`src/design/shot_heat_budget_gate_top_defines.svh`:
```
// Assertion macros for the shot heat budget gate.
`ifndef SHOT_HEAT_BUDGET_GATE_TOP_DEFINES_SVH
`define SHOT_HEAT_BUDGET_GATE_TOP_DEFINES_SVH

// Same-cycle implication, checked outside reset.
`define SHBG_ASSERT_IMPLY(name, ante, cons) \
   name: assert property (@(posedge clock) disable iff (reset) (ante) |-> (cons)) \
      else $error("shbg: same-cycle check failed");

// Next-cycle implication, checked outside reset.
`define SHBG_ASSERT_NEXT(name, ante, cons) \
   name: assert property (@(posedge clock) disable iff (reset) (ante) |=> (cons)) \
      else $error("shbg: next-cycle check failed");

`endif

```
`src/design/shbg_pkg.sv`:
```
// Shared types and constants of the shot heat budget gate.
package shbg_pkg;

   localparam int unsigned SPEED_W     = 16;
   localparam int unsigned TARGET_W    = 15;
   localparam int unsigned HEAT_W      = 16;
   localparam int unsigned COOL_W      = 16;
   localparam int unsigned OWN_HEAT_W  = 24;
   // decay per tick tops out at 65535 * 1000 / 200 over the scale range
   localparam int unsigned DECAY_W     = 19;
   localparam int unsigned CSR_IDX_W   = 2;
   localparam int unsigned REQ_TDATA_W = 40;
   localparam int unsigned RSP_TDATA_W = 24;

   localparam logic [TARGET_W-1:0] TARGET_RESET = 15'd5700;
   localparam logic [COOL_W-1:0]   COOL_RESET   = 16'd40;
   localparam logic [HEAT_W-1:0]   LIMIT_RESET  = 16'd240;

   localparam int unsigned ARM_WINDOW    = 300;
   localparam int unsigned SHOT_HEAT     = 100;
   localparam int unsigned FIRE_MARGIN   = 150;
   localparam int unsigned TICKS_PER_SEC = 200;
   // shot when |speed| < 9/10 of target
   localparam int unsigned SHOT_NUM      = 9;
   localparam int unsigned SHOT_DEN      = 10;

   typedef enum logic [CSR_IDX_W-1:0] {
      CSR_TARGET_SPEED = 2'd0,
      CSR_COOLING_RATE = 2'd1,
      CSR_HEAT_CEILING = 2'd2
   } csr_index_type;

   typedef struct packed {
      logic                      enabled;
      logic signed [SPEED_W-1:0] speed;
      logic [HEAT_W-1:0]         referee_heat;
   } item_type;

   typedef struct packed {
      logic [TARGET_W-1:0] target_speed;
      logic [HEAT_W-1:0]   heat_ceiling;
      logic [DECAY_W-1:0]  decay;
   } cfg_type;

endpackage

```
`src/design/shbg_cdiv.sv`:
```
// Two-stage divide by a constant: reciprocal multiply, then one-step correction.
module shbg_cdiv #(
   parameter int unsigned WIDTH   = 24,
   parameter int unsigned DIVISOR = 200
) (
   input  logic             clock,
   input  logic             en_mul,
   input  logic             en_fix,
   input  logic [WIDTH-1:0] dividend,
   output logic [WIDTH-1:0] quotient
);

   localparam int unsigned SHIFT  = WIDTH + $clog2(DIVISOR);
   localparam int unsigned PROD_W = 2 * WIDTH + 1;
   localparam int unsigned BACK_W = WIDTH + $clog2(DIVISOR + 1);
   // floor(2^SHIFT / DIVISOR) fits WIDTH+1 bits; estimate is q or q-1
   localparam logic [WIDTH:0] RECIP = (WIDTH + 1)'((65'd1 << SHIFT) / DIVISOR);

   logic [PROD_W-1:0] prod_ff, prod_in;
   logic [WIDTH-1:0]  x_ff;
   logic [WIDTH-1:0]  quot_ff, quot_in;
   logic [WIDTH-1:0]  q_est;
   logic [BACK_W-1:0] back;
   logic [BACK_W-1:0] rem;

   assign prod_in = PROD_W'(dividend) * PROD_W'(RECIP);

   always_comb begin
      q_est   = WIDTH'(prod_ff >> SHIFT);
      back    = BACK_W'(q_est) * BACK_W'(DIVISOR);
      rem     = BACK_W'(x_ff) - back;
      quot_in = (rem >= BACK_W'(DIVISOR)) ? q_est + WIDTH'(1) : q_est;
   end

   always_ff @(posedge clock) begin
      if (en_mul) begin
         prod_ff <= prod_in;
         x_ff    <= dividend;
      end
      if (en_fix) begin
         quot_ff <= quot_in;
      end
   end

   assign quotient = quot_ff;

endmodule

```
`src/design/shbg_cfg.sv`:
```
// Configuration registers and the per-tick cooling amount.
module shbg_cfg #(
   parameter int unsigned HEAT_FRAC_SCALE = 200
) (
   input  logic                               clock,
   input  logic                               reset,
   input  logic                               csr_valid,
   output logic                               csr_ready,
   input  logic [shbg_pkg::CSR_IDX_W-1:0]     csr_index,
   input  logic [shbg_pkg::COOL_W-1:0]        csr_wdata,
   output shbg_pkg::cfg_type                  cfg,
   output logic                               busy
);

   localparam int unsigned PROD_W = shbg_pkg::COOL_W + $clog2(HEAT_FRAC_SCALE + 1);
   localparam logic [PROD_W-1:0] COOL_RESET_PROD =
      PROD_W'(shbg_pkg::COOL_RESET * HEAT_FRAC_SCALE);

   typedef enum logic [1:0] {
      DEC_IDLE,
      DEC_MUL,
      DEC_FIX
   } dec_state_type;

   dec_state_type                       state_ff;
   logic [shbg_pkg::TARGET_W-1:0]       target_ff;
   logic [shbg_pkg::HEAT_W-1:0]         limit_ff;
   logic [PROD_W-1:0]                   cool_prod_ff;
   logic [PROD_W-1:0]                   decay_q;
   logic                                wr;

   assign busy      = (state_ff != DEC_IDLE);
   assign csr_ready = !busy;
   assign wr        = csr_valid && csr_ready;

   // cooling * scale is registered, then divided by ticks per second
   always_ff @(posedge clock) begin
      if (reset) begin
         state_ff     <= DEC_MUL;
         target_ff    <= shbg_pkg::TARGET_RESET;
         limit_ff     <= shbg_pkg::LIMIT_RESET;
         cool_prod_ff <= COOL_RESET_PROD;
      end else begin
         case (state_ff)
            DEC_IDLE: begin
               if (wr) begin
                  case (csr_index)
                     shbg_pkg::CSR_TARGET_SPEED: begin
                        target_ff <= csr_wdata[shbg_pkg::TARGET_W-1:0];
                     end
                     shbg_pkg::CSR_COOLING_RATE: begin
                        cool_prod_ff <= PROD_W'(csr_wdata) * PROD_W'(HEAT_FRAC_SCALE);
                        state_ff     <= DEC_MUL;
                     end
                     shbg_pkg::CSR_HEAT_CEILING: begin
                        limit_ff <= csr_wdata;
                     end
                     default: begin
                        // unmapped index: write dropped
                     end
                  endcase
               end
            end
            DEC_MUL: begin
               state_ff <= DEC_FIX;
            end
            DEC_FIX: begin
               state_ff <= DEC_IDLE;
            end
            default: begin
               state_ff <= DEC_IDLE;
            end
         endcase
      end
   end

   shbg_cdiv #(
      .WIDTH   (PROD_W),
      .DIVISOR (shbg_pkg::TICKS_PER_SEC)
   ) u_decay_div (
      .clock    (clock),
      .en_mul   (state_ff == DEC_MUL),
      .en_fix   (state_ff == DEC_FIX),
      .dividend (cool_prod_ff),
      .quotient (decay_q)
   );

   assign cfg.target_speed = target_ff;
   assign cfg.heat_ceiling = limit_ff;
   assign cfg.decay        = shbg_pkg::DECAY_W'(decay_q);

endmodule

```
`src/design/shbg_heat.sv`:
```
// Arm/shot detection and own heat update, one tick per load.
module shbg_heat #(
   parameter int unsigned HEAT_FRAC_SCALE = 200
) (
   input  logic                                clock,
   input  logic                                reset,
   input  logic                                load,
   input  shbg_pkg::item_type                  item,
   input  shbg_pkg::cfg_type                   cfg,
   output logic [shbg_pkg::OWN_HEAT_W-1:0]     own_heat,
   output logic                                shot
);

   localparam int unsigned HW = shbg_pkg::OWN_HEAT_W;
   localparam logic [HW:0] SHOT_INC = (HW + 1)'(shbg_pkg::SHOT_HEAT * HEAT_FRAC_SCALE);
   localparam logic signed [17:0] WIN = 18'(shbg_pkg::ARM_WINDOW);

   logic [HW-1:0]       own_heat_ff, own_heat_in;
   logic                armed_ff, armed_in;
   logic                shot_ff;

   logic signed [16:0]  speed_x;
   logic [16:0]         mag;
   logic signed [17:0]  diff;
   logic                near;
   logic                armed_mid;
   logic [19:0]         mag_scaled;
   logic [19:0]         tgt_scaled;
   logic                hit;
   logic [HW:0]         heat_sum;
   logic [HW-1:0]       heat_sat;
   logic [HW-1:0]       decay_w;

   always_comb begin
      speed_x    = {item.speed[shbg_pkg::SPEED_W-1], item.speed};
      // -32768 gives 32768, still exact in 17 bits
      mag        = speed_x[16] ? 17'(-speed_x) : 17'(speed_x);
      diff       = $signed({3'b000, cfg.target_speed}) - $signed({1'b0, mag});
      near       = (diff < WIN) && (diff > -WIN);
      armed_mid  = item.enabled && (armed_ff || near);
      mag_scaled = 20'(mag) * 20'(shbg_pkg::SHOT_DEN);
      tgt_scaled = 20'(cfg.target_speed) * 20'(shbg_pkg::SHOT_NUM);
      hit        = armed_mid && (mag_scaled < tgt_scaled);
      armed_in   = armed_mid && !hit;

      heat_sum    = {1'b0, own_heat_ff} + (hit ? SHOT_INC : '0);
      heat_sat    = heat_sum[HW] ? '1 : heat_sum[HW-1:0];
      decay_w     = HW'(cfg.decay);
      own_heat_in = (heat_sat >= decay_w) ? heat_sat - decay_w : '0;
   end

   always_ff @(posedge clock) begin
      if (reset) begin
         own_heat_ff <= '0;
         armed_ff    <= 1'b0;
      end else if (load) begin
         own_heat_ff <= own_heat_in;
         armed_ff    <= armed_in;
      end
   end

   always_ff @(posedge clock) begin
      if (load) begin
         shot_ff <= hit;
      end
   end

   assign own_heat = own_heat_ff;
   assign shot     = shot_ff;

endmodule

```
`src/design/shot_heat_budget_gate_top.sv`:
```
// Top level of the shot heat budget gate: stream ports, pipeline and config.

// Shot heat budget gate. Each req transfer is one 5 ms control tick carrying
// the wheel enable, the signed left wheel speed and the referee heat; each
// tick yields exactly one rsp transfer with the effective heat, the fire
// permission and a flag for a shot counted on that tick. Throughput is one
// tick per clock when neither the cooling precompute nor rsp stalls it. A
// tick passes the input register, heat update, reciprocal multiply, quotient
// correction and output register. Own heat lives in the heat update stage,
// so ticks are processed strictly in order. Per-tick cooling (cooling_rate *
// scale / 200) is precomputed after reset and after every cooling_rate
// write; meanwhile csr_ready is low and a tick held in the input register
// waits. Registers: index 0 target_speed, 1 cooling_rate, 2 heat ceiling;
// index 3 is ignored. Write configuration only while no tick is in flight.
`include "shot_heat_budget_gate_top_defines.svh"

module shot_heat_budget_gate_top #(
   parameter int unsigned HEAT_FRAC_SCALE = 200
) (
   input  logic                                 clock,
   input  logic                                 reset,
   // req_tdata: [0] wheel_enabled, [16:1] wheel_speed (signed),
   //            [32:17] referee_heat, [39:33] zero
   input  logic                                 req_tvalid,
   output logic                                 req_tready,
   input  logic [shbg_pkg::REQ_TDATA_W-1:0]     req_tdata,
   // rsp_tdata: [15:0] effective_heat, [16] fire_permitted,
   //            [17] shot_detected, [23:18] zero
   output logic                                 rsp_tvalid,
   input  logic                                 rsp_tready,
   output logic [shbg_pkg::RSP_TDATA_W-1:0]     rsp_tdata,
   input  logic                                 csr_valid,
   output logic                                 csr_ready,
   input  logic [shbg_pkg::CSR_IDX_W-1:0]       csr_index,
   input  logic [shbg_pkg::COOL_W-1:0]          csr_wdata
);

   localparam int unsigned HW    = shbg_pkg::OWN_HEAT_W;
   localparam int unsigned RW    = shbg_pkg::HEAT_W;
   localparam int unsigned PAD_W = shbg_pkg::RSP_TDATA_W - RW - 2;

   shbg_pkg::cfg_type   cfg;
   logic                busy;

   // stage valids: input, heat, multiply, correct, output
   logic in_valid_ff,   in_valid_in;
   logic heat_valid_ff, heat_valid_in;
   logic mul_valid_ff,  mul_valid_in;
   logic div_valid_ff,  div_valid_in;
   logic rsp_valid_ff,  rsp_valid_in;

   logic rdy_out, rdy_div, rdy_mul, rdy_heat, rdy_in;
   logic load_in, load_heat, load_mul, load_div, load_out;

   shbg_pkg::item_type  item_ff;
   logic [RW-1:0]       ref_heat_ff, ref_mul_ff, ref_div_ff;
   logic                shot_mul_ff, shot_div_ff;
   logic [RW-1:0]       eff_ff, eff_in;
   logic                fire_ff, fire_in;
   logic                shot_out_ff;

   logic [HW-1:0]       own_heat;
   logic                shot_heat;
   logic [HW-1:0]       own_q;
   logic [RW-1:0]       own_sat;

   // ----------------------------------------------------------------------
   // Flow control: each stage moves when it is empty or its successor moves,
   // so the input keeps taking ticks while a result waits at rsp.
   // ----------------------------------------------------------------------
   always_comb begin
      rdy_out   = !rsp_valid_ff || rsp_tready;
      rdy_div   = !div_valid_ff || rdy_out;
      rdy_mul   = !mul_valid_ff || rdy_div;
      rdy_heat  = !heat_valid_ff || rdy_mul;
      // heat update waits for a fresh cooling amount
      load_heat = in_valid_ff && rdy_heat && !busy;
      rdy_in    = !in_valid_ff || load_heat;
      load_in   = req_tvalid && rdy_in;
      load_mul  = heat_valid_ff && rdy_mul;
      load_div  = mul_valid_ff && rdy_div;
      load_out  = div_valid_ff && rdy_out;

      in_valid_in   = load_in   || (in_valid_ff   && !load_heat);
      heat_valid_in = load_heat || (heat_valid_ff && !load_mul);
      mul_valid_in  = load_mul  || (mul_valid_ff  && !load_div);
      div_valid_in  = load_div  || (div_valid_ff  && !load_out);
      rsp_valid_in  = load_out  || (rsp_valid_ff  && !rsp_tready);
   end

   assign req_tready = rdy_in;

   always_ff @(posedge clock) begin
      if (reset) begin
         in_valid_ff   <= 1'b0;
         heat_valid_ff <= 1'b0;
         mul_valid_ff  <= 1'b0;
         div_valid_ff  <= 1'b0;
         rsp_valid_ff  <= 1'b0;
      end else begin
         in_valid_ff   <= in_valid_in;
         heat_valid_ff <= heat_valid_in;
         mul_valid_ff  <= mul_valid_in;
         div_valid_ff  <= div_valid_in;
         rsp_valid_ff  <= rsp_valid_in;
      end
   end

   // ----------------------------------------------------------------------
   // Payload registers
   // ----------------------------------------------------------------------
   always_ff @(posedge clock) begin
      if (load_in) begin
         item_ff.enabled      <= req_tdata[0];
         item_ff.speed        <= req_tdata[16:1];
         item_ff.referee_heat <= req_tdata[32:17];
      end
      if (load_heat) begin
         ref_heat_ff <= item_ff.referee_heat;
      end
      if (load_mul) begin
         ref_mul_ff  <= ref_heat_ff;
         shot_mul_ff <= shot_heat;
      end
      if (load_div) begin
         ref_div_ff  <= ref_mul_ff;
         shot_div_ff <= shot_mul_ff;
      end
      if (load_out) begin
         eff_ff      <= eff_in;
         fire_ff     <= fire_in;
         shot_out_ff <= shot_div_ff;
      end
   end

   shbg_cfg #(
      .HEAT_FRAC_SCALE (HEAT_FRAC_SCALE)
   ) u_cfg (
      .clock     (clock),
      .reset     (reset),
      .csr_valid (csr_valid),
      .csr_ready (csr_ready),
      .csr_index (csr_index),
      .csr_wdata (csr_wdata),
      .cfg       (cfg),
      .busy      (busy)
   );

   // own heat register holds the value for the tick in the heat stage
   shbg_heat #(
      .HEAT_FRAC_SCALE (HEAT_FRAC_SCALE)
   ) u_heat (
      .clock    (clock),
      .reset    (reset),
      .load     (load_heat),
      .item     (item_ff),
      .cfg      (cfg),
      .own_heat (own_heat),
      .shot     (shot_heat)
   );

   // own heat in whole units: divide by the fixed-point scale
   shbg_cdiv #(
      .WIDTH   (HW),
      .DIVISOR (HEAT_FRAC_SCALE)
   ) u_heat_div (
      .clock    (clock),
      .en_mul   (load_mul),
      .en_fix   (load_div),
      .dividend (own_heat),
      .quotient (own_q)
   );

   // Saturate to 16 bits, take the larger with referee heat, then gate.
   always_comb begin
      own_sat = (|own_q[HW-1:RW]) ? '1 : own_q[RW-1:0];
      eff_in  = (own_sat > ref_div_ff) ? own_sat : ref_div_ff;
      fire_in = ({2'b00, cfg.heat_ceiling} >=
                 ({2'b00, eff_in} + (RW + 2)'(shbg_pkg::FIRE_MARGIN)));
   end

   assign rsp_tvalid = rsp_valid_ff;
   assign rsp_tdata  = {PAD_W'(0), shot_out_ff, fire_ff, eff_ff};

   // ----------------------------------------------------------------------
   // Checks
   // ----------------------------------------------------------------------
   `SHBG_ASSERT_IMPLY(a_no_tick_during_decay_calc, busy, !load_heat)
   `SHBG_ASSERT_IMPLY(a_decay_calc_after_reset, $past(reset), busy)
   `SHBG_ASSERT_NEXT(a_cooling_write_starts_calc,
      csr_valid && csr_ready && (csr_index == shbg_pkg::CSR_COOLING_RATE), busy)
   `SHBG_ASSERT_IMPLY(a_rsp_not_overwritten, rsp_valid_ff && !rsp_tready, !load_out)

endmodule

```
`config.mk`:
```
export PLATFORM = sky130hd
export DESIGN_NAME = shot_heat_budget_gate_top
export DESIGN_NICKNAME = d
export VERILOG_FILES = /design/src/design/shbg_pkg.sv /design/src/design/shbg_cdiv.sv /design/src/design/shbg_cfg.sv /design/src/design/shbg_heat.sv /design/src/design/shot_heat_budget_gate_top.sv
export VERILOG_INCLUDE_DIRS = /design/src /design/src/design
export SDC_FILE = /design/constraint.sdc
export NUM_CORES = 2
export LEC_CHECK = 0
export BUFFER_PORTS_ARGS = -buffer_cell sky130_fd_sc_hd__buf_2
export CAP_MARGIN = 20
export CORE_MARGIN = 2
export CORE_UTILIZATION = 55
export CTS_CLUSTER_SIZE = 25
export DETAILED_ROUTE_END_ITERATION = 7
export GPL_TIMING_DRIVEN = 0
export PLACE_DENSITY = 0.71
export RECOVER_POWER = 50
export SLEW_MARGIN = 5
export SYNTH_ARGS = -nofsm -noshare
export SYNTH_HDL_FRONTEND = slang
export SYNTH_SLANG_ARGS = --single-unit
```
`constraint.sdc`:
```
create_clock -name clock -period 11.75 [get_ports clock]
set_input_delay 2.9375 -clock clock [delete_from_list [all_inputs] [get_ports clock]]
set_output_delay 2.9375 -clock clock [all_outputs]
set_load 0.05 [all_outputs]
```
== Word-level counts from Yosys, hierarchy flattened ==
Index checks and enable logic that the tools add are counted.

* Logic and storage cells: 119
* Memories kept: 0
* Register bits: 358
* Bits in read-only memories: 0
* Bits of input ports: 63
* RAM bits: 0
* Output and inout bits: 27
* Latch bits: 0

* Shifts and indexed selects: 0
* Equal/unequal tests: 6
* Muxes and demuxes: 11
* Div/mod/pow operators: 0
* Reductions and logical operators: 47
* Magnitude comparators: 8
* $mul: 7
* $add $sub $neg: 9
* Bitwise operators: 0

{| class="wikitable"
|+ Operators by type and width
! cell !! number
|-
| >= comparator 32 x 8 -> 1 bit (second input constant) || 2
|-
| 2-to-1 mux 17 bit || 3
|-
| 2-to-1 mux 24 bit || 2
|-
| multiplier 24 x 23 -> 47 bit (second input constant) || 1
|-
| multiplier 17 x 5 -> 22 bit (second input constant) || 2
|-
| multiplier 21 x 23 -> 44 bit (second input constant) || 1
|-
| adder 17 x 1 -> 18 bit (second input constant) || 2
|-
| 2-to-1 mux 16 bit || 2
|-
| subtractor 24 x 32 -> 32 bit || 1
|-
| subtractor 24 x 25 -> 26 bit || 1
|-
| adder 24 x 25 -> 25 bit || 1
|-
| >= comparator 24 x 18 -> 1 bit || 1
|-
| subtractor 24 x 18 -> 24 bit || 1
|-
| multiplier 16 x 5 -> 21 bit (second input constant) || 1
|-
| less-than comparator 20 x 19 -> 1 bit || 1
|-
| multiplier 15 x 4 -> 19 bit (second input constant) || 1
|-
| multiplier 17 x 3 -> 19 bit (second input constant) || 1
|-
| greater-than comparator 18 x 10 -> 1 bit (second input constant) || 1
|-
| less-than comparator 18 x 10 -> 1 bit (second input constant) || 1
|-
| subtractor 15 x 17 -> 18 bit || 1
|-
| adder 16 x 8 -> 17 bit (second input constant) || 1
|-
| >= comparator 16 x 17 -> 1 bit || 1
|-
| negator 16 -> 17 bit || 1
|-
| greater-than comparator 16 bit || 1
|-
| other kinds (15) || 57
|}

== Longest topological paths before layout ==
* Depth in word-level cells: 13
* Mapped depth: 57
* Mapped depth without buffers: 56

== Hierarchy ==
Synthesis repeated with hierarchy kept, for this count alone.

* Cells, all modules: 4195
* Area, all modules: 41793.8 µm²

{| class="wikitable"
|+ Modules (own cells, without submodules)
! module !! seq. area each (µm²) !! times used !! cells an instance !! area an instance (µm²)
|-
| shbg_cdiv (u_cfg.u_decay_div) || 1681.6 || 1 || 1335 || 13945.9
|-
| shbg_cdiv (u_heat_div) || 1681.6 || 1 || 1348 || 13939.6
|-
| shbg_heat || 530.5 || 1 || 764 || 5650.4
|-
| shot_heat_budget_gate_top || 3133.0 || 1 || 343 || 4792.1
|-
| shbg_cfg || 1081.0 || 1 || 405 || 3465.8
|}

== Worst setup path before layout ==
No wires, ideal clock.

* Path type: reg2reg
* Start: reg item_ff[18] (netlist name)
* End: reg u_heat.own_heat_ff[0], in the netlist u_heat.own_heat[0]
* Library setup time: 128 ps
* Slack: 992 ps
* Clock period less this slack: 10758 ps
* Data required time: 11622 ps
* Stages on the path, launching flop included: 55
* Arrival: 10631 ps
* Buffers on the path: 4
* Cells stage by stage: edfxtp_1 -> or4_4 -> o21ai_1 -> xor2_1 -> buf_2 -> xnor2_1 -> ha_1 -> nor2b_1 -> o21ai_0 -> a21boi_0 -> o21ai_0 -> a21boi_0 -> o21ai_0 -> nand2_1 -> and2_1 -> o21ai_0 -> nand2b_1 -> a21o_1 -> (+19 left out) -> clkbuf_1 -> nand2_1 -> ha_1 -> nor2b_1 -> o21ai_0 -> a21boi_0 -> o21ai_0 -> a21boi_0 -> o21ai_0 -> a21oi_1 -> o21a_1 -> o41ai_1 -> o21ai_0 -> nand2b_1 -> or4_1 -> clkbuf_1 -> a22oi_1 -> nor2_1

* Cells in the longest elaborated chain, start to end: 13
* Elaborated cells on any way between the ends: 17
* Those cells by class: add/sub (4); mul (1); order compare (4); mux (4); reduce/logical (4)

{| class="wikitable"
|+ RTL lines
! what !! line !! RTL
|-
| from (decl) || shot_heat_budget_gate_top.sv:55 || <nowiki>shbg_pkg::item_type item_ff;</nowiki>
|-
| negator 16 -> 17 bit || shbg_heat.sv:37 || <nowiki>mag = speed_x[16] ? 17'(-speed_x) : 17'(speed_x);</nowiki>
|-
| 2-to-1 mux 17 bit * || shbg_heat.sv:37 ||
|-
| branches (longest 5 deep; another with less-than comparator 20 x 19 -> 1 bit) || - ||
|-
| logical AND 1 bit * || shbg_heat.sv:43 || <nowiki>hit = armed_mid && (mag_scaled < tgt_scaled);</nowiki>
|-
| net u_heat.hit || shbg_heat.sv:29 || <nowiki>logic hit;</nowiki>
|-
| 2-to-1 mux 15 bit * || shbg_heat.sv:46 || <nowiki>heat_sum = {1'b0, own_heat_ff} + (hit ? SHOT_INC : '0);</nowiki>
|-
| adder 24 x 25 -> 25 bit * || shbg_heat.sv:46 ||
|-
| 2-to-1 mux 24 bit * || shbg_heat.sv:47 || <nowiki>heat_sat = heat_sum[HW] ? '1 : heat_sum[HW-1:0];</nowiki>
|-
| subtractor 24 x 18 -> 24 bit / >= comparator 24 x 18 -> 1 bit (equally long branches) || shbg_heat.sv:49 || <nowiki>own_heat_in = (heat_sat >= decay_w) ? heat_sat - decay_w : '0;</nowiki>
|-
| 2-to-1 mux 24 bit * || shbg_heat.sv:49 ||
|-
| to (signal assigned) || shbg_heat.sv:57 || <nowiki>own_heat_ff <= own_heat_in;</nowiki>
|-
| to (decl) || shbg_heat.sv:18 || <nowiki>logic [HW-1:0] own_heat_ff, own_heat_in;</nowiki>
|}

Mark *: on every way through the listed nets, which the timed path passes.
A chain may end at the register's enable or synchronous reset.

== Worst setup path in the final report ==
* Start: reg item_ff[22] (netlist name)
* End: reg u_heat.own_heat_ff[22], in the netlist u_heat.own_heat[22]

Same word-level chain as after synthesis.

==> results.py <==
metrics = {
    "clock_network": {
        "clk_latency_ns": 0.58,
        "clkTransAtPathRegs_ns": 0.07,
        "cts_buffers": 35,
        "cts_max_path_buffers": 3,
        "h-tree-depth": 2,
        "cts_tree": "yes",
        "clock_sinks": 298,
        "root_buffer": "clkbuf_16",
    },
    "timing": {
        "hold_slack_ns": 0.408,
        "slew_headroom": -0.446,
        "finalCriticalPeriod_ns": 10.98,
        "final_hold_viol_count": 0,
        "maxSlewViolCount": 107,
        "tightest_slew_ns": 2.16,
        "min_period_over_period": 0.934,
        "finClkSkew_ns": 0.0396,
        "fmax_ghz": 0.0911,
        "setup_viol": 0,
    },
    "logic_synthesis": {
        "synthesis.instances": 3834,
        "synthTopCellsByArea": "ha_1, fa_1, edfxtp_1, inv_1, dfxtp_1",
        "synth-main-ff-cell": "edfxtp_1",
        "ys_ff_latch": 298,
        "synth_largest_area_cell": "ha_1",
        "synth.most_common_cell": "ha_1",
        "synth_cell_types": 84,
        "synth_top_area_share": 0.260,
        "synth_edf_count": 214,
        "yosys_warnings": 0,
        "syn_area_sq_um": 38500,
        "async_flop_share": 0,
        "syn_area_per_cell_sq_um": 10.0,
        "seq_area_frac_synth": 0.211,
        "yosys-top-cells-count": "ha_1, inv_1, fa_1",
    },
    "detailed_routing": {
        "drc": 0,
        "drtIter0Drc": 1434,
        "wl_per_cell_um": 17.6,
        "firstDrtPassIters": 6,
        "vias": 26700,
        "vias_per_cell": 5.40,
        "wl_um": 86900,
        "postRouteAntennaNets": 0,
    },
    "critical_path": {
        "crit_path_top_delay_cell": "or4_4",
        "startpoint": "item_ff[22]",
        "max_stage_delay_ns": 0.59,
        "critPathKind": "reg2reg",
        "reg2reg_to": "u_heat.own_heat[22]",
        "critPathArrivalTime_ns": 11.39,
        "end_kind": "flop",
        "reg2reg_setup_slack_ns": 0.77,
        "reg2reg_depth": 52,
        "cp-start-kind": "flop",
        "crit_fanout": 12,
        "cp_common_cell": "o21ai_1",
        "r2r_start": "item_ff[22]",
        "worstPathRequired_ns": 12.17,
        "crit_end": "u_heat.own_heat[22]",
    },
    "pwr": {
        "p_leak_nw": 21.8,
        "p_int_w": 0.00350,
        "pwr-share-seq": 0.205,
        "ir_drop_uv": 276,
        "power.density_nw_per_um2": 149,
        "swShare": 0.433,
        "power.switching_w": 0.00267,
        "clkPwrFrac": 0.184,
        "combPwrFrac": 0.611,
    },
    "die": {
        "num_rows": 97,
        "ioPinCount": 90,
        "core_sq_um": 69700,
        "die_area_sq_um": 72100,
        "initial_core_util": 0.553,
        "die_w_um": 269,
        "die_h_um": 269,
    },
    "status": {
        "failed_checks": "capacitance limit, slew limit",
        "status": "finished, violations left",
    },
    "cells_and_area": {
        "final_util": 0.596,
        "final_cells": 4946,
        "drive_gt1_frac": 0.0554,
        "fin_nets": 5233,
        "area_delta_synth_final_pct": 7.93,
    },
    "global_route": {
        "grt_max_degree": 35,
        "grt_pass1_wl_um": 142000,
        "grt_overflow": 0,
        "grt_pass1_vias": 27600,
        "grt.total_usage": 0.250,
        "antenna_found_initial": 1,
    },
    "placed_design": {
        "place_congestion": 0.917,
        "io_buffers": 75,
        "dp_cells": 4858,
        "hpwl_um": 71400,
    },
    "run": {
        "maxCapViolCount": 5,
    },
    "min_path": {
        "hold_path.class": "reg2reg",
    },
}
[worst max-delay path, delay by kind of cell (launching register included)]
family                     cells  cell delay (ns)
adders and majority gates      4             1.12
DFF                            1             0.55
buffers and inverters          3             0.63
xor gates and xnor gates       3             0.59
and+or+nand+nor               14             2.85
AOI/OAI and AO/OA             28             5.05
[area by class of cell]
| class | count | area [sq um] |
|---|---|---|
| sequential | 298 | 8110 |
| clock inverter | 16 | 174 |
| tap | 940 | 1180 |
| multi-input combinational | 2708 | 27300 |
| antenna | 2 | 5.00 |
| fill | 5918 | 28100 |
| timing repair buffer | 101 | 573 |
| clock buffer | 48 | 1020 |
| inverter | 778 | 2920 |
| buffer | 55 | 268 |
[state kept, by name, summed over array words and instances (netlist names), 17 cells and up]
name	count
u_cfg.u_decay_div.x_ff	21
item_ff	33
u_heat.own_heat	24
u_cfg.cool_prod_ff	21
u_cfg.u_decay_div.quotient	18
u_heat_div.x_ff	21
u_heat_div.quotient	18
u_heat_div.prod_ff	17
u_cfg.u_decay_div.prod_ff	17
[power groups by stage]
stage / registers (W) / clock network, W / logic, W
6_report: 0.00126 / 0.00114 / 0.00377
5_1_grt: 0.00127 / 0.00119 / 0.00434
4_1_cts: 0.00126 / 0.00116 / 0.00377
3_5_place_dp: 0.00128 / 0 / 0.00371
3_3_place_gp: 0.00129 / 0 / 0.00363
2_1_floorplan: 0.00126 / 0 / 0.00292
[timing repair]
item,in CTS,in global routing
endpoints found under the hold margin,0,0
buffers inserted,5,18
setup endpoints to repair,24,24
hold buffers,0,0
pin swaps,0,9
gates resized for setup,19,18
[logic make-up (layout without fill, tap and decap cells)]
group,Yosys count,count (layout),synth area share
flops,298,298,0.211
simple gates,671,671,0.0856
compound gates,583,583,0.0966
xor+xnor,230,230,0.0537
fa+ha+maj,1196,1196,0.465
other cells,1,9,0.0000974
buf+inv,834,998,0.0825
mux,21,21,0.00575
[through the flow]
step | cell area [sq um] | TNS (ns) | worst slack (ns) | power, W
3_5_place_dp | 40200 | -41.47 | -1.78 | 0.00499
5_1_grt | 41500 | -0.0340 | -0.0171 | 0.00679
6_report | 41500 | 0 | 0.771 | 0.00617
3_3_place_gp | 40100 | -34.85 | -1.50 | 0.00491
4_1_cts | 41500 | 0 | 0.00290 | 0.00619
2_1_floorplan | 38500 | 0 | 0.992 | 0.00418
[layer usage]
layer / part of all wire / vias up / wire length (um) / global-route usage
li1: - / 13200 / - / -
met1: 0.45 / 12900 / 39100 / 0.338
met2: 0.48 / 544 / 41600 / 0.427
met3: 0.045 / 132 / 3900 / 0.0274
met4: 0.026 / 0 / 2280 / 0.0662
met5: 0 / - / 0 / 0
[placed cells by master, fill, tap and decap left out, types with 17 or more instances in the layout]
cell type	instances
ha_1	800
inv_1	775
fa_1	393
nand2_1	222
edfxtp_1	214
a21oi_1	195
xnor2_1	149
nor2_1	124
o21ai_0	111
dfxtp_1	84
buf_2	79
xor2_1	74
nand3_1	66
a21o_1	58
clkbuf_1	46
nor2b_1	45
clkbuf_16	37
o21a_1	34
nand2b_1	34
buf_4	33
nor3_1	31
or3_1	28
nand4_1	22
o211ai_1	21
o21bai_1	20
and3_1	17
and2_1	17
nor4_1	17
[worst min path at each step]
stage | startpoint | cells after the start | endpoint | slack (ns)
detailed placement | item_ff[0] | 0 | ref_heat_ff[0] | 0.40
global placement | ref_mul_ff[3] | 0 | ref_div_ff[3] | 0.40
CTS | item_ff[3] | 0 | ref_heat_ff[3] | 0.41
global route | item_ff[9] | 0 | ref_heat_ff[9] | 0.42
floorplan | ref_mul_ff[0] | 0 | ref_div_ff[0] | 0.40
finish | item_ff[3] | 0 | ref_heat_ff[3] | 0.41
No activity file was read; power rests on OpenSTA's default activity.
